$ cat config.mk
export PLATFORM = sky130hd
export DESIGN_NAME = multiturn_servo_shortest_path_unit
export DESIGN_NICKNAME = d
export VERILOG_FILES = /design/src/sv/msp_pkg.sv /design/src/sv/msp_mod_turn.sv /design/src/sv/msp_duty_div.sv /design/src/sv/multiturn_servo_shortest_path_unit.sv
export SDC_FILE = /design/constraint.sdc
export NUM_CORES = 1
export LEC_CHECK = 0
export ABC_CLOCK_PERIOD_IN_PS = 11400
export BUFFER_PORTS_ARGS = -buffer_cell sky130_fd_sc_hd__buf_4
export CAP_MARGIN = 15
export CORE_ASPECT_RATIO = 1.4
export CORE_MARGIN = 1.5
export CORE_UTILIZATION = 41
export DETAILED_ROUTE_END_ITERATION = 12
export PLACE_DENSITY = 0.54
export SKIP_LAST_GASP = 1
export SLEW_MARGIN = 30
export SYNTH_ARGS = -nofsm -noshare
export SYNTH_HDL_FRONTEND = slang
export SYNTH_SLANG_ARGS = --single-unit
$ cat constraint.sdc
create_clock -name clk_i -period 11.4 [get_ports clk_i]
set_input_delay 2.28 -clock clk_i [delete_from_list [all_inputs] [get_ports clk_i]]
set_output_delay 2.28 -clock clk_i [all_outputs]
set_load 0.03 [all_outputs]
$ cat src/sv/msp_pkg.sv
// ----------------------------------------------------------------------------
// msp_pkg: shared types and constants of the multi-turn servo path unit
// Field widths, angle constants, move codes and controller states.
// ----------------------------------------------------------------------------
package msp_pkg;

  // field widths
  localparam int CMD_W        = 12;
  localparam int POS_W        = 18;
  localparam int MAG_W        = POS_W - 1;
  localparam int KIND_W       = 3;
  localparam int DUTY_W       = 14;
  localparam int LIM_W        = 16;
  localparam int CT_W         = 13;
  localparam int DIST_W       = 13;
  localparam int DIFF_W       = 14;
  localparam int MOVE_W       = 20;
  localparam int NUM_W        = 30;
  localparam int QUOT_W       = 15;
  localparam int IN_TDATA_W   = 16;
  localparam int OUT_TDATA_W  = 40;
  localparam int OUT_FIELDS_W = POS_W + KIND_W + DUTY_W;

  // angles in tenths of a degree, full duty in hundredths of a percent
  localparam int TURN_TENTHS      = 3600;
  localparam int HALF_TURN_TENTHS = 1800;
  localparam int DUTY_FULL        = 10000;
  localparam int POS_MIN          = -36000;
  localparam int POS_MAX          = 72000;

  localparam int START_POS_DEF = 0;

  localparam logic [LIM_W-1:0] LOW_LIMIT_RESET  = LIM_W'(0);
  localparam logic [LIM_W-1:0] HIGH_LIMIT_RESET = LIM_W'(36000);

  // configuration register indexes
  localparam logic REG_LOW_LIMIT  = 1'b0;
  localparam logic REG_HIGH_LIMIT = 1'b1;

  typedef enum logic [KIND_W-1:0] {
    MOVE_NONE      = 3'd0,
    MOVE_DOWN      = 3'd1,
    MOVE_UP        = 3'd2,
    MOVE_DOWN_TOP  = 3'd3,
    MOVE_UP_BOTTOM = 3'd4
  } move_kind_e;

  typedef enum logic [2:0] {
    ST_IDLE,
    ST_MOD,
    ST_DIST,
    ST_MOVE,
    ST_MUL,
    ST_DIV_START,
    ST_DIV_WAIT,
    ST_OUT
  } ctrl_state_e;

  // handshake between the controller and a serial unit
  typedef struct packed {
    logic start;
  } unit_req_t;

  typedef struct packed {
    logic done;
  } unit_rsp_t;

endpackage

$ cat src/sv/msp_mod_turn.sv
// ----------------------------------------------------------------------------
// msp_mod_turn: serial remainder of the position modulo one turn
// Restoring reduction of the magnitude, one shifted multiple of a turn per
// cycle, sign of the position kept on the remainder.
// ----------------------------------------------------------------------------
module msp_mod_turn (
  input  logic                               clk_i,
  input  logic                               rst_ni,
  input  msp_pkg::unit_req_t                 req_i,
  input  logic signed [msp_pkg::POS_W-1:0]   pos_i,
  output msp_pkg::unit_rsp_t                 rsp_o,
  output logic signed [msp_pkg::CT_W-1:0]    rem_o
);
  import msp_pkg::*;

  localparam int MOD_STEPS = 5;
  localparam int CNT_W     = $clog2(MOD_STEPS);
  localparam int SUB_W     = 16;
  localparam logic [SUB_W-1:0] SUB_INIT = SUB_W'(TURN_TENTHS << (MOD_STEPS - 1));

  logic [MAG_W-1:0]        mag_q, mag_d;
  logic [SUB_W-1:0]        sub_q, sub_d;
  logic [CNT_W-1:0]        cnt_q, cnt_d;
  logic                    neg_q, neg_d;
  logic                    busy_q, busy_d;
  logic                    done_q, done_d;
  logic signed [POS_W-1:0] pos_abs;
  logic [CT_W-1:0]         rem_mag;

  assign pos_abs = pos_i[POS_W-1] ? -pos_i : pos_i;

  always_comb begin
    mag_d  = mag_q;
    sub_d  = sub_q;
    cnt_d  = cnt_q;
    neg_d  = neg_q;
    busy_d = busy_q;
    done_d = 1'b0;
    if (req_i.start) begin
      mag_d  = pos_abs[MAG_W-1:0];
      neg_d  = pos_i[POS_W-1];
      sub_d  = SUB_INIT;
      cnt_d  = '0;
      busy_d = 1'b1;
    end else if (busy_q) begin
      // take off the current multiple of a turn if it fits
      if (mag_q >= MAG_W'(sub_q)) begin
        mag_d = mag_q - MAG_W'(sub_q);
      end
      sub_d = sub_q >> 1;
      cnt_d = cnt_q + CNT_W'(1);
      if (cnt_q == CNT_W'(MOD_STEPS - 1)) begin
        busy_d = 1'b0;
        done_d = 1'b1;
      end
    end
  end

  always_ff @(posedge clk_i or negedge rst_ni) begin
    if (!rst_ni) begin
      busy_q <= 1'b0;
      done_q <= 1'b0;
      cnt_q  <= '0;
    end else begin
      busy_q <= busy_d;
      done_q <= done_d;
      cnt_q  <= cnt_d;
    end
  end

  always_ff @(posedge clk_i) begin
    mag_q <= mag_d;
    sub_q <= sub_d;
    neg_q <= neg_d;
  end

  assign rem_mag    = CT_W'(mag_q);
  assign rem_o      = neg_q ? -$signed(rem_mag) : $signed(rem_mag);
  assign rsp_o.done = done_q;

endmodule

$ cat src/sv/msp_duty_div.sv
// ----------------------------------------------------------------------------
// msp_duty_div: bit-serial duty divider
// Restoring division of the scaled position by the high limit, one quotient
// bit per cycle, result saturated to full duty.
// ----------------------------------------------------------------------------
module msp_duty_div (
  input  logic                          clk_i,
  input  logic                          rst_ni,
  input  msp_pkg::unit_req_t            req_i,
  input  logic [msp_pkg::NUM_W-1:0]     num_i,
  input  logic [msp_pkg::LIM_W-1:0]     den_i,
  output msp_pkg::unit_rsp_t            rsp_o,
  output logic [msp_pkg::DUTY_W-1:0]    duty_o
);
  import msp_pkg::*;

  localparam int CNT_W = $clog2(QUOT_W);

  logic [LIM_W-1:0]  rem_q, rem_d;
  logic [LIM_W-1:0]  den_q, den_d;
  logic [QUOT_W-1:0] num_q, num_d;
  logic [QUOT_W-1:0] quot_q, quot_d;
  logic [CNT_W-1:0]  cnt_q, cnt_d;
  logic              sat_q, sat_d;
  logic              busy_q, busy_d;
  logic              done_q, done_d;
  logic [LIM_W:0]    trial;
  logic              fits;

  assign trial = {rem_q, num_q[QUOT_W-1]};
  assign fits  = trial >= (LIM_W+1)'(den_q);

  always_comb begin
    rem_d  = rem_q;
    den_d  = den_q;
    num_d  = num_q;
    quot_d = quot_q;
    cnt_d  = cnt_q;
    sat_d  = sat_q;
    busy_d = busy_q;
    done_d = 1'b0;
    if (req_i.start) begin
      den_d  = den_i;
      num_d  = num_i[QUOT_W-1:0];
      rem_d  = LIM_W'(num_i[NUM_W-1:QUOT_W]);
      quot_d = '0;
      cnt_d  = '0;
      // quotient would not fit the serial width: saturate at once
      if (LIM_W'(num_i[NUM_W-1:QUOT_W]) >= den_i) begin
        sat_d  = 1'b1;
        done_d = 1'b1;
      end else begin
        sat_d  = 1'b0;
        busy_d = 1'b1;
      end
    end else if (busy_q) begin
      rem_d  = fits ? LIM_W'(trial - (LIM_W+1)'(den_q)) : LIM_W'(trial);
      num_d  = num_q << 1;
      quot_d = {quot_q[QUOT_W-2:0], fits};
      cnt_d  = cnt_q + CNT_W'(1);
      if (cnt_q == CNT_W'(QUOT_W - 1)) begin
        busy_d = 1'b0;
        done_d = 1'b1;
      end
    end
  end

  always_ff @(posedge clk_i or negedge rst_ni) begin
    if (!rst_ni) begin
      busy_q <= 1'b0;
      done_q <= 1'b0;
      cnt_q  <= '0;
    end else begin
      busy_q <= busy_d;
      done_q <= done_d;
      cnt_q  <= cnt_d;
    end
  end

  always_ff @(posedge clk_i) begin
    rem_q  <= rem_d;
    den_q  <= den_d;
    num_q  <= num_d;
    quot_q <= quot_d;
    sat_q  <= sat_d;
  end

  assign duty_o = (sat_q || quot_q > QUOT_W'(DUTY_FULL)) ? DUTY_W'(DUTY_FULL)
                                                         : DUTY_W'(quot_q);
  assign rsp_o.done = done_q;

endmodule

$ cat src/sv/multiturn_servo_shortest_path_unit.sv
// ----------------------------------------------------------------------------
// multiturn_servo_shortest_path_unit: multi-turn servo heading follower
// Follows heading commands the shortest way within travel limits and
// reports the new position, the move taken and the servo duty.
// ----------------------------------------------------------------------------
//  channel   direction  word contents (lowest bit first)
//  s_axis    in         heading_command[11:0], zero fill to 16 bits
//  m_axis    out        new_position[17:0], move_kind[20:18],
//                       duty_hundredths[34:21], zero fill to 40 bits
//  cfg       in         0 travel_low_limit, 1 travel_high_limit
//
//  a new command runs five modulo steps, the distance, move and product states,
//  fifteen divider steps and the output load; the divider ends at once when
//  the duty saturates and is skipped when the new position is not above zero
//  a repeated command is dropped in its accept cycle; the next command is
//  taken the cycle after a result loads, and a full output register stalls it
//  reset loads the start position, zeroes the last command, restores limits
// ----------------------------------------------------------------------------
module multiturn_servo_shortest_path_unit #(
  parameter int START_POSITION = msp_pkg::START_POS_DEF
) (
  input  logic                              clk_i,
  input  logic                              rst_ni,
  input  logic                              s_axis_tvalid,
  output logic                              s_axis_tready,
  input  logic [msp_pkg::IN_TDATA_W-1:0]    s_axis_tdata,   // heading_command
  output logic                              m_axis_tvalid,
  input  logic                              m_axis_tready,
  output logic [msp_pkg::OUT_TDATA_W-1:0]   m_axis_tdata,   // new_position,
                                                            // move_kind, duty
  input  logic                              cfg_we_i,
  input  logic                              cfg_idx_i,
  input  logic [msp_pkg::LIM_W-1:0]         cfg_data_i
);
  import msp_pkg::*;

  localparam logic signed [MOVE_W-1:0] POS_MIN_W = MOVE_W'(POS_MIN);
  localparam logic signed [MOVE_W-1:0] POS_MAX_W = MOVE_W'(POS_MAX);

  ctrl_state_e state_q, state_d;

  logic [LIM_W-1:0]         low_q, high_q;
  logic signed [POS_W-1:0]  pos_q;
  logic [CMD_W-1:0]         last_q;
  logic signed [CMD_W-1:0]  cmd_q;
  logic [DIST_W-1:0]        down_q, up_q;
  logic                     pref_down_q, same_q;
  move_kind_e               kind_q;
  logic [NUM_W-1:0]         prod_q;
  logic [DUTY_W-1:0]        duty_q;
  logic signed [POS_W-1:0]  o_pos_q;
  move_kind_e               o_kind_q;
  logic [DUTY_W-1:0]        o_duty_q;
  logic                     o_valid_q;

  logic                     in_acc, cmd_new;
  logic                     load_out;
  unit_req_t                mod_req, div_req;
  unit_rsp_t                mod_rsp, div_rsp;
  logic signed [CT_W-1:0]   ct;
  logic [DUTY_W-1:0]        div_duty;

  // distance terms
  logic signed [CT_W-1:0]   tt;
  logic signed [DIFF_W-1:0] diff;
  logic signed [DIFF_W:0]   wrap_up, wrap_dn;
  logic [DIST_W-1:0]        down_c, up_c;
  logic                     pref_c;

  // move terms
  logic signed [MOVE_W-1:0] pos_w, lo_w, hi_w, dn_pos, up_pos, new_w;
  move_kind_e               kind_c;
  logic [NUM_W-1:0]         prod_c;

  assign in_acc  = s_axis_tvalid && s_axis_tready;
  assign cmd_new = s_axis_tdata[CMD_W-1:0] != last_q;

  msp_mod_turn u_mod (
    .clk_i  (clk_i),
    .rst_ni (rst_ni),
    .req_i  (mod_req),
    .pos_i  (pos_q),
    .rsp_o  (mod_rsp),
    .rem_o  (ct)
  );

  msp_duty_div u_div (
    .clk_i  (clk_i),
    .rst_ni (rst_ni),
    .req_i  (div_req),
    .num_i  (prod_q),
    .den_i  (high_q),
    .rsp_o  (div_rsp),
    .duty_o (div_duty)
  );

  // target shifted up by a half turn and the two ways around
  always_comb begin
    tt      = {cmd_q[CMD_W-1], cmd_q} + CT_W'(HALF_TURN_TENTHS);
    diff    = {ct[CT_W-1], ct} - {tt[CT_W-1], tt};
    wrap_up = (DIFF_W+1)'(TURN_TENTHS) - {diff[DIFF_W-1], diff};
    wrap_dn = (DIFF_W+1)'(TURN_TENTHS) + {diff[DIFF_W-1], diff};
    if (diff > 0) begin
      down_c = DIST_W'(diff);
      up_c   = wrap_up[DIFF_W] ? DIST_W'(-wrap_up) : DIST_W'(wrap_up);
      pref_c = down_c <= up_c;
    end else begin
      up_c   = DIST_W'(-diff);
      down_c = wrap_dn[DIFF_W] ? DIST_W'(-wrap_dn) : DIST_W'(wrap_dn);
      pref_c = down_c < up_c;
    end
  end

  // chosen way, limit refusal and saturation
  always_comb begin
    pos_w  = {{(MOVE_W-POS_W){pos_q[POS_W-1]}}, pos_q};
    lo_w   = $signed({{(MOVE_W-LIM_W){1'b0}}, low_q});
    hi_w   = $signed({{(MOVE_W-LIM_W){1'b0}}, high_q});
    dn_pos = pos_w - $signed({{(MOVE_W-DIST_W){1'b0}}, down_q});
    up_pos = pos_w + $signed({{(MOVE_W-DIST_W){1'b0}}, up_q});
    if (same_q) begin
      new_w  = pos_w;
      kind_c = MOVE_NONE;
    end else if (pref_down_q) begin
      if (dn_pos <= lo_w) begin
        new_w  = up_pos;
        kind_c = MOVE_UP_BOTTOM;
      end else begin
        new_w  = dn_pos;
        kind_c = MOVE_DOWN;
      end
    end else begin
      if (up_pos >= hi_w) begin
        new_w  = dn_pos;
        kind_c = MOVE_DOWN_TOP;
      end else begin
        new_w  = up_pos;
        kind_c = MOVE_UP;
      end
    end
    if (new_w < POS_MIN_W) begin
      new_w = POS_MIN_W;
    end else if (new_w > POS_MAX_W) begin
      new_w = POS_MAX_W;
    end
  end

  assign prod_c = NUM_W'(pos_q[MAG_W-1:0]) * NUM_W'(DUTY_FULL);

  // next state
  always_comb begin
    state_d = state_q;
    case (state_q)
      ST_IDLE: begin
        if (in_acc && cmd_new) begin
          state_d = ST_MOD;
        end
      end
      ST_MOD: begin
        if (mod_rsp.done) begin
          state_d = ST_DIST;
        end
      end
      ST_DIST:      state_d = ST_MOVE;
      ST_MOVE:      state_d = ST_MUL;
      ST_MUL:       state_d = (pos_q > 0) ? ST_DIV_START : ST_OUT;
      ST_DIV_START: state_d = ST_DIV_WAIT;
      ST_DIV_WAIT: begin
        if (div_rsp.done) begin
          state_d = ST_OUT;
        end
      end
      ST_OUT: begin
        if (!o_valid_q || m_axis_tready) begin
          state_d = ST_IDLE;
        end
      end
      default: state_d = ST_IDLE;
    endcase
  end

  // controller outputs
  always_comb begin
    s_axis_tready = 1'b0;
    mod_req.start = 1'b0;
    div_req.start = 1'b0;
    load_out      = 1'b0;
    case (state_q)
      ST_IDLE: begin
        s_axis_tready = 1'b1;
        mod_req.start = s_axis_tvalid && cmd_new;
      end
      ST_DIV_START: div_req.start = 1'b1;
      ST_OUT:       load_out = !o_valid_q || m_axis_tready;
      default: ;
    endcase
  end

  always_ff @(posedge clk_i or negedge rst_ni) begin
    if (!rst_ni) begin
      state_q   <= ST_IDLE;
      low_q     <= LOW_LIMIT_RESET;
      high_q    <= HIGH_LIMIT_RESET;
      pos_q     <= POS_W'(START_POSITION);
      last_q    <= '0;
      o_valid_q <= 1'b0;
    end else begin
      state_q <= state_d;
      if (cfg_we_i) begin
        case (cfg_idx_i)
          REG_LOW_LIMIT:  low_q  <= cfg_data_i;
          REG_HIGH_LIMIT: high_q <= cfg_data_i;
          default: ;
        endcase
      end
      if (in_acc && cmd_new) begin
        last_q <= s_axis_tdata[CMD_W-1:0];
      end
      if (state_q == ST_MOVE) begin
        pos_q <= POS_W'(new_w);
      end
      if (load_out) begin
        o_valid_q <= 1'b1;
      end else if (m_axis_tready) begin
        o_valid_q <= 1'b0;
      end
    end
  end

  always_ff @(posedge clk_i) begin
    if (in_acc) begin
      cmd_q <= s_axis_tdata[CMD_W-1:0];
    end
    if (state_q == ST_DIST) begin
      down_q      <= down_c;
      up_q        <= up_c;
      pref_down_q <= pref_c;
      same_q      <= diff == '0;
    end
    if (state_q == ST_MOVE) begin
      kind_q <= kind_c;
    end
    if (state_q == ST_MUL) begin
      prod_q <= prod_c;
      duty_q <= '0;
    end
    if (state_q == ST_DIV_WAIT && div_rsp.done) begin
      duty_q <= div_duty;
    end
    if (load_out) begin
      o_pos_q  <= pos_q;
      o_kind_q <= kind_q;
      o_duty_q <= duty_q;
    end
  end

  assign m_axis_tvalid = o_valid_q;
  assign m_axis_tdata  = {(OUT_TDATA_W-OUT_FIELDS_W)'(0), o_duty_q, o_kind_q, o_pos_q};

  // checks on the result and the modulo unit
  a_pos_range: assert property (@(posedge clk_i) disable iff (!rst_ni)
    o_valid_q |-> (o_pos_q >= POS_W'(POS_MIN) && o_pos_q <= POS_W'(POS_MAX)))
    else $error("result position out of range");

  a_duty_max: assert property (@(posedge clk_i) disable iff (!rst_ni)
    o_valid_q |-> o_duty_q <= DUTY_W'(DUTY_FULL))
    else $error("duty above full scale");

  a_duty_pos: assert property (@(posedge clk_i) disable iff (!rst_ni)
    (o_valid_q && o_duty_q != '0) |-> o_pos_q > 0)
    else $error("nonzero duty at a position not above zero");

  a_rem_range: assert property (@(posedge clk_i) disable iff (!rst_ni)
    mod_rsp.done |-> (ct > -CT_W'(TURN_TENTHS) && ct < CT_W'(TURN_TENTHS)))
    else $error("remainder not within one turn");

endmodule
==> results.md, run 1 <==
- The clock tree skew after final layout is approximately 19 ps.
- The post-detailed-routing wire length is 53,200 microns.
- For this run, design rule violations remaining after detail routing come to 0.
- The worst setup path is of the reg2reg kind.
- Cells with a size suffix above 1 make up 9.93% of the layout.
- In this run, synthesis inferred between 150 and 200 flip-flops with an integrated enable.
- The signal on the critical path passes through ha_1, fa_1, a21o_1, a311o_2, a2111oi_4, nor2_1, xor2_1, ha_1, a21oi_1, nor2_1, a211oi_1, o21ai_0, a21oi_1, or4b_1, o21ai_2, o31a_1, mux2i_1, o21ai_0, a311oi_1, nor3_4, nand3_4, o32ai_1.
- The average footprint of a synthesized cell is between 9 and 10 sq um.
- After synthesis, the share of flip-flops with an asynchronous set or reset is 26.8%.
- The primary flip-flop cell chosen by synthesis mapping is edfxtp_1.
- The cell sitting at the root of the clock tree is a clkbuf_16.
- After synthesis, the netlist uses 93 different library cells.
- Setup violations remaining at the end of the flow were counted as 0.
- The total number of placement rows is 98.
- The worst path needs 7530 ps of the cycle, external delays included.
- The post-synthesis instance total is 2,157.
- The post-detailed-route count of antenna-violating nets is 0.
- The placement-stage cell area is between 20,000 and 25,000 sq um.
- The peak clock frequency supported by timing is 0.133 GHz.
- The clock drives 287 sinks.
- The die covers 52,700 sq um.
- For this run the aggregate overflow at the end of global routing stands at 0.
- After routing the design area is 23,400 sq um.
- The cell area after synthesis is ~21,000 sq um.
- The number of buffer and inverter instances along the worst setup path is 0.
- TritonCTS built the clock tree.
- The critical path arrival is 8020 ps.
- After legalization and detailed placement, the total HPWL measured about 42,000 microns.
- The final hold violation count came to 0.
- The run finished with clean final reports.
- The maximum fanout along the worst path is 11.
- The routed wire length per instance is 18.3 microns.
- The cell taking the most area after synthesis is edfxtp_1.
- Max-cap violations in this run came to 0.
- The horizontal die dimension is a little under 200 microns.
- The number of synthesized register bits is 287.
- The total count of max-transition violations in the final report is 0.
- The height of the die is between 200 and 300 microns.
- The endpoint kind of the worst setup timing path is a flip-flop.
- The count of instances resized after the clock tree is built is 0.
- Ranked by total cell area, the synthesized netlist is headed by edfxtp_1 (25%), ha_1 (15%), dfrtp_1 (8.6%), xnor2_1 (5.2%), inv_1 (4.9%).
- The net total in the final layout is 2,566.
- The first detailed-routing pass ran for 5 iterations.
- Global routing used 20.3% of the available tracks.
- The number of levels in the clock H-tree is 1.
- The congestion estimate from routability-driven global placement came to 0.926.
- Hold is met by 418 ps.
- The worst setup path is launched from a flip-flop.
- The initial core utilization is between 40% and 50%.
- The delay of the slowest cell on the worst path is 620 ps.
- Once the clock tree was built, the setup fixing pass inserted 0 buffers.
- The cell with the largest stage delay on the worst path is o21ai_0.
- During synthesis, Yosys emitted a total of 0 warnings.
- From synthesis to final layout, the design area changed by 11.3%.
- After detailed routing, the number of vias per cell comes to about 5.3.
- The clock latency on the worst-skew pair is around 600 ps.
- The met3 routing resource usage after global routing is 1.79%.
- The first-pass GRT wire length is 84,600 microns.
- Grouping stages by cell kind, the critical path spends the most delay in compound AO/OA/AOI/OAI gates.
- The via count of the first global-routing pass came to 15.6k.
- The global routing's busiest layer is met2.
- The number of antenna violations at the first check in global routing is 0.
- The repair_antennas step left the layout with diodes totalling 0.
- For this block, the initial DRC count from the detailed router was between 800 and 900.
- The worst min-delay path category is reg2reg.
- The clock buffer count from CTS is 30.
- At the pin with the least slew margin, the transition time is 923 ps.
- The share of the Yosys chip area taken by registers is 37.6%.
- The total via count after detailed routing is 15.4k.
- The count of buffers added on input and output ports is 70.
- Among all cell types in the netlist, the one instantiated most often is inv_1.
- Counting instances in the post-synthesis netlist gives the leading cell types as inv_1 (273), ha_1 (254), nand2_1 (185).
- The I/O pin count is 80.
- In this run, post-CTS hold repair placed 0 buffers.
- Global routing used 38.4% of the available met2 tracks.
- The final critical-path share of the clock period is approximately 66%.
- Global routing used 22.6% of the available met1 tracks.
- STA puts the critical path data required time at 11,900 ps.
- After routing, the total negative slack on setup checks comes to 0 ps.
- The worst max-slew margin expressed relative to the limit is approximately two fifths.
- In this run the deepest clock path goes through 3 buffers.
- Entering global routing, the biggest net connects 63 pins.
- The clock-pin transition on the worst setup and hold timing paths is 60 ps.
- The share of the synthesized area in the top cell type is 25.4%.
- Setup repair after global routing left no endpoint under its margin.
- The placeable core region is ~51,000 sq um.
-- through the flow --
| step | worst slack (ps) | util [%] | cells |
|---|---|---|---|
| detailed placement | 4040 | 44.0 | 2848 |
| global route | 3330 | 46.0 | 2905 |
| global placement | 4060 | 44.0 | 2847 |
| CTS | 3950 | 46.0 | 2904 |
| floorplan | 4850 | - | 2161 |
| finish | 3870 | 46.0 | 2905 |
-- worst reg2reg max path, cell delays in order, from the launching register on --
cell	delay, ps
dfrtp_1	610
ha_1	370
fa_1	420
a21o_1	210
a311o_2	430
a2111oi_4	440
nor2_1	110
xor2_1	340
ha_1	330
a21oi_1	190
nor2_1	70
a211oi_1	210
o21ai_0	110
a21oi_1	400
or4b_1	510
o21ai_2	150
o31a_1	440
mux2i_1	130
o21ai_0	620
a311oi_1	260
nor3_4	530
nand3_4	200
o32ai_1	330
-- path summary, 6_finish.rpt --
kind                       slack (ps)        endpoint  cells past startpoint       from
setup / recovery                 3870        pos_q[2]                     22   pos_q[0]
hold / removal                    420     o_duty_q[1]                      0  duty_q[1]
setup reg to reg                 3870        pos_q[2]                     22   pos_q[0]
hold reg to reg                   420     o_duty_q[1]                      0  duty_q[1]
max in group asynchronous        8920       high_q[5]                      3     rst_ni
min in group asynchronous        1540  u_mod.cnt_q[0]                      1     rst_ni
-- flip-flops by register name, summed over array words and instances (netlist names), 13 cells and up --
register,flops
down_q,13
duty_q,14
high_q,16
low_q,16
o_duty_q,14
o_pos_q,18
pos_q,18
prod_q,26
u_div.den_q,16
u_div.quot_q,15
u_div.rem_q,16
u_mod.mag_q,17
u_mod.sub_q,16
-- kinds of logic after synthesis --
group                    after synthesis  synth area share (%)
XOR/XNOR                             170                  7.07
buffers and inverters                338                  6.29
flip-flops                           287                  37.6
AO/OA/AOI/OAI                        450                  14.2
adder cells (fa/ha/maj)              297                  19.2
AND/OR/NAND/NOR                      540                  12.0
multiplexers                          74                  3.70
other                                  1                0.0178
-- layout by cell type, fill, tap and decap left out, types with 21 or more instances in the layout --
cell	count
o21ai_0	102
xor2_1	44
dfrtp_1	72
buf_4	99
nand3_1	28
mux2i_1	43
and2_1	21
clkbuf_16	32
a21o_1	33
ha_1	254
mux2_2	31
xnor2_1	126
nor3_1	30
fa_1	43
nor2_1	155
edfxtp_1	178
nand2b_1	22
o21a_1	25
dfxtp_1	32
inv_1	273
nand4_1	21
a21oi_1	112
nand2_1	185
-- metal layers --
layer,vias up,routed length [microns]
li1,7652,-
met1,7339,21200
met2,286,27700
met3,127,1480
met4,0,2770
met5,-,0
-- cell type report --
class	count	area (sq um)
clock buffer	39	847
timing repair buffer	101	798
clock inverter	17	148
sequential	287	7920
fill	4796	27500
tap	650	813
inverter	275	1030
multi-input combinational	1536	11900
Power of run 1 is not shown: default switching activity piles up to over one toggle a cycle in this logic, so the estimate is an artifact.
==> run 2: changes to the inputs <==
- ABC_CLOCK_PERIOD_IN_PS: 11400 -> 7700
- clock period: 11.4 -> 7.7 ns (I/O delays scaled with it)
==> run 2 against run 1 <==
  * Final cell count grew 0.34%
  * Critical path depth grew 14
  * Clock skew grew 11 ps
  * Core utilization grew 0.084 points
  * Die area is the same
  * Design area grew 0.18%
  * Global-route usage shrank 0.11 points
  * Sequential cell count is the same
==> results.md, run 2 (synthesis gave the netlist of run 1 again) <==
- The run finished with clean final reports.
- Along the worst path, the maximum fanout reaches 8.
- In the final layout, the multi-input gates occupy 11,900 sq um.
- The clock latency on the worst-skew pair is 610 ps.
- The routed wire length per instance is approximately 18 microns.
- The number of antenna violations at the first check in global routing is 0.
- The total area inside the core boundary comes to 50,900 sq um.
- The floorplan step defined a die boundary enclosing 52,700 sq um.
- Input and output buffers added on the ports amount to 70.
- The first-pass iteration count of the detailed router is 5.
- The worst register-to-register path has a depth of 36.
- For this block, the initial DRC count from the detailed router was 771.
- The estimated wirelength of the detail-placed design is 42,100 microns.
- The final number of setup-violating endpoints is 0.
- The layout cell share with drive strength beyond 1 is 10.5%.
- At the end of the flow the core is filled with cells to 46.1%.
- Routability-driven placement finished with a final weighted congestion of 0.909.
- In the final layout, the registers with the most flip-flops are prod_q (26), o_pos_q (18), pos_q (18).
- Between clock sinks in the finished design, the worst skew comes to 30.2 ps.
- Using the TritonRoute via totals, the vias-per-cell ratio works out to ~5.3.
- The flip-flop count of the largest register, all copies and words added is 26.
- In the layout the commonest cells are inv_1 (273), ha_1 (254), nand2_1 (185).
- Counting instances, the worst hold path has a depth of 0.
- Clock-pin slew was measured on the worst setup and hold paths at around 60 ps.
- The horizontal die dimension is 195 microns.
- The aggregate global routing overflow is 0.
- The number of buffers inserted by post-CTS setup repair is 0.
- The via count of the first global-routing pass is 15.7k.
- The initial core utilization is about two fifths.
- The most frequent standard cell in the layout excluding fill and tap cells is inv_1.
- In this design, the stage delay of the slowest critical-path cell is 430 ps.
- Subtracting the final worst setup slack from the clock period gives 7130 ps.
- Counting the buffers created by CTS gives 30.
- After routing the design area is ~23,000 sq um.
- Across the run, the number of max-cap violations was 0.
- Compared with the post-synthesis result, the final layout area differs by 11.5%.
- The setup TNS is 0 ps.
- The total via count after detailed routing is 15.5k.
- The total number of placement rows is 98.
- The net total in the final layout is approximately 2.6k.
- The final hold violation count is 0.
- The placement-stage cell area is 22,500 sq um.
- The number of buffers on the longest clock path is 3.
- After clock tree synthesis, the flow added hold-fix buffers numbering 0.
- The worst max-slew margin expressed relative to the limit is 36.8%.
- 0 antenna diodes ended up in the layout.
- The endpoint kind of the worst setup timing path is a flip-flop.
- The most common cell type on the critical path is o21a_1.
- The transition time of the tightest slew-check pin is 943 ps.
- Data on the critical path is required at its endpoint by 8150 ps.
- The worst setup path is of the reg2reg kind.
- STA classifies the critical path startpoint as a flip-flop.
- TritonCTS built the clock tree.
- Global routing used slightly above 20% of the available tracks.
- The clock tree root driver cell is clkbuf_16.
- Data arrives at the worst endpoint at between 7000 and 8000 ps.
- The area of all sequential standard cells is 7920 sq um.
- The filler cells instantiated in the layout total 4,820.
- The total count of max-transition violations in the final report came to 0.
- The final critical-path share of the clock period is 92.6%.
- The cell with the largest stage delay on the worst path is or3_1.
- The register ranked first by flip-flop count is prod_q.
- The post-detailed-routing wire length is about 53,000 microns.
- After detailed routing, the number of remaining DRC violations is 0.
- The clock sink count is 287.
- The maximum number of pins on one net before global-route repair is 63.
- The post-detailed-route count of antenna-violating nets is 0.
- The peak clock frequency supported by timing is 0.140 GHz.
- The number of levels in the clock H-tree is 1.
- The height of the die is 271 microns.
- Setup repair after global routing left no endpoint under its margin.
- Pin placement for this block handled 80 I/O pins.
- The path class of the tightest hold or removal check is reg2reg.
- The first global-routing pass estimated ~84,000 microns of wire.
run 2: what timing repair did:
action                     in CTS  in global routing
setup endpoints to repair       0                  1
resized for setup               0                  4
hold endpoints to repair        0                  0
run 2: worst paths after layout:
check / from / end / slack [ps]
max: u_mod.mag_q[1] / pref_down_q / 570
min: duty_q[11] / o_duty_q[11] / 420
max reg2reg: u_mod.mag_q[1] / pref_down_q / 570
min reg2reg: duty_q[11] / o_duty_q[11] / 420
max in group asynchronous: rst_ni / low_q[7] / 5710
min in group asynchronous: rst_ni / m_axis_tvalid / 800
run 2: per-layer routing:
metal / up-vias / wire length [microns] / global-route usage (%)
li1: 7678 / - / -
met1: 7344 / 20700 / 22.0
met2: 331 / 27700 / 38.2
met3: 126 / 1670 / 1.74
met4: 0 / 3080 / 11.2
met5: - / 0 / 0
run 2: through the flow:
stage	setup WS, ps	hold slack [ps]	cells
6_report	570	419	2915
2_1_floorplan	1150	400	2161
4_1_cts	506	421	2915
3_5_place_dp	581	405	2859
3_3_place_gp	642	402	2858
5_1_grt	15.1	426	2915
run 2: final cells by class:
class                   count  area share [%]
clock buffers              36            3.38
flip-flops and latches    287            33.7
clock inverters            20           0.789
inverters                 275            4.40
well taps                 650            3.46
repair buffers            111            3.64
multi-input cells        1536            50.6
run 2: worst max-delay path, delay by kind of cell, from the launching register on:
family / cells / cell delay (ps)
simple gates: 8 / 1290
compound gates: 19 / 3180
xor+xnor: 2 / 330
flops: 1 / 420
fa+ha+maj: 5 / 1420
buf+inv: 2 / 340
Power of run 2 is left out for the same reason.
==> run 3: changes to the inputs <==
- CTS_BUF_LIST: unset -> sky130_fd_sc_hd__clkbuf_16
==> run 3 against run 2 <==
  * Critical endpoint unchanged
  * Clock skew increased by 2.1 ps
  * Worst hold slack barely moved
  * Critical path depth stayed put
  * Fmax down 0.21%
  * Sequential cell count unchanged
  * Setup slack lost 15 ps
  * Register-to-register slack about the same
==> results.md, run 3 (synthesis gave the netlist of run 1 again) <==
- The run finished with clean final reports.
- The clock tree from TritonCTS is done.
- Clock-pin slew was measured on the worst setup and hold paths at 60 ps.
- The final hold violation count is 0.
- The final critical path takes up 92.8% of the cycle.
- The last weighted congestion value of the routability-driven placer is 0.909.
- The nature of the critical path startpoint is a flip-flop.
- The worst hold path passes through 0 cells.
- For this block, the routed nets add up to 53,200 microns of wire.
- The register with the most flip-flops in the layout has 26 of them.
- The via count of the first global-routing pass is around 16k.
- The floorplan step set the die width to 195 microns.
- The number of levels in the clock H-tree is 1.
- The setup TNS is 0 ps.
- Among all stages on the critical path, the largest delay is contributed by or3_1.
- The register with the most flip-flops in the final layout is prod_q.
- The total number of placement rows is between 90 and 100.
- The worst max-slew margin expressed relative to the limit is 35.4%.
- Across the routed clock network, the largest skew measured is 32.3 ps.
- At the later pin of the worst-skew pair, clock insertion delay measures 610 ps.
- The first-pass iteration count of the detailed router is 5.
- Global routing used a little over 20% of the available tracks across all layers.
- Once the clock tree was built, the setup fixing pass inserted 0 buffers.
- Among the stages of the critical path, the cell type that occurs most often is o21a_1.
- After detailed routing, the average wire length per cell comes to between 15 and 20 microns.
- Setup repair after global routing left no endpoint under its margin.
- The height of the die is 271 microns.
- In this run, post-CTS hold repair placed 0 buffers.
- The maximum number of pins on one net before global-route repair is 63.
- The required time reported for the critical path endpoint is a little over 8000 ps.
- The number of antenna violations at the first check in global routing is 0.
- The layout cell share with drive strength beyond 1 is 10.4%.
- The number of buffer and inverter instances along the worst setup path is 2.
- The top cell types in the final layout, fill and taps aside, are inv_1 (277), ha_1 (254), nand2_1 (185).
- The peak clock frequency supported by timing is approximately 0.14 GHz.
- For this run, design rule violations remaining after detail routing come to 0.
- The core region is 50,900 sq um.
- The final layout contains 2,576 nets.
- In the routed layout, each cell is associated on average with a via count of ~5.3.
- The I/O pin count is 80.
- Clock tree synthesis inserted a total of 30 buffers.
- Compared with the post-synthesis result, the final layout area differs by 11.4%.
- In this run the number of cells on the critical path is 36.
- Across all layers, the routed design uses 15.5k vias.
- The number of max-cap violations is 0.
- The first-pass GRT wire length is roughly 84,000 microns.
- The final number of setup-violating endpoints is 0.
- STA classifies the critical path endpoint as a flip-flop.
- The largest registers in the layout are prod_q (26), o_pos_q (18), pos_q (18).
- The clock sink count is 287.
- Once detail routing completed, the nets flagged for antenna violations numbered 0.
- The aggregate global routing overflow is 0.
- The total count of max-transition violations in the final report is 0.
- The number of antenna diodes is 0.
- The count of cells along the worst register-to-register path is 36.
- For this configuration, the core starts out at a cell density of 41.4%.
- The estimated wirelength of the detail-placed design is ~42,000 microns.
- The shortest clock period the worst path allows after layout is 7140 ps.
- The die covers 52,700 sq um.
- Post-CTS repair changed the size of 0 cells.
- Buffers placed on the I/O ports in this run total 70.
- The family with the most delay on the worst path is compound AO/OA/AOI/OAI gates.
- The most frequent standard cell in the layout excluding fill and tap cells is inv_1.
- In this run the worst path has a maximum fanout of 8.
- The transition time of the tightest slew-check pin is 963 ps.
- The clock tree root driver cell is clkbuf_16.
- The worst min-delay path category is reg2reg.
- The kind of critical path is reg2reg.
- The critical path arrival is 7600 ps.
- For this run, the slowest stage of the critical path takes 430 ps.
- For this block, the initial DRC count from the detailed router was 740.
- The number of buffers on the longest clock path is 3.
-- run 3: cell type report --
cell class	instances	area, sq um
Fill cell	4824	27400
Clock inverter	26	208
Clock buffer	30	751
Multi-Input combinational cell	1536	11900
Inverter	275	1030
Timing Repair Buffer	111	853
Tap cell	650	813
Sequential cell	287	7920
-- run 3: per-stage QoR --
step           cell area [sq um]  utilization (%)  hold WS (ps)  cells  setup WS (ps)
5_1_grt                    23500             46.1           427   2915           15.1
3_5_place_dp               22500             44.2           405   2859            581
2_1_floorplan              21100                -           400   2161           1150
3_3_place_gp               22500             44.1           402   2858            642
4_1_cts                    23400             46.1           421   2915            506
6_report                   23500             46.1           419   2915            555
-- run 3: final timing paths --
check,startpoint,to,slack [ps]
setup / recovery,u_mod.mag_q[1],pref_down_q,560
hold / removal,duty_q[11],o_duty_q[11],420
setup reg to reg,u_mod.mag_q[1],pref_down_q,560
hold reg to reg,duty_q[11],o_duty_q[11],420
min in group asynchronous,rst_ni,m_axis_tvalid,800
max in group asynchronous,rst_ni,low_q[7],5710
-- run 3: layer usage --
layer	up-vias	global-route usage, %	wire length (microns)
met1	7378	22.0	20700
met3	128	1.74	1620
li1	7677	-	-
met2	308	38.2	27700
met4	0	11.2	3130
met5	-	0	0
Power of run 3 is left out for the same reason.
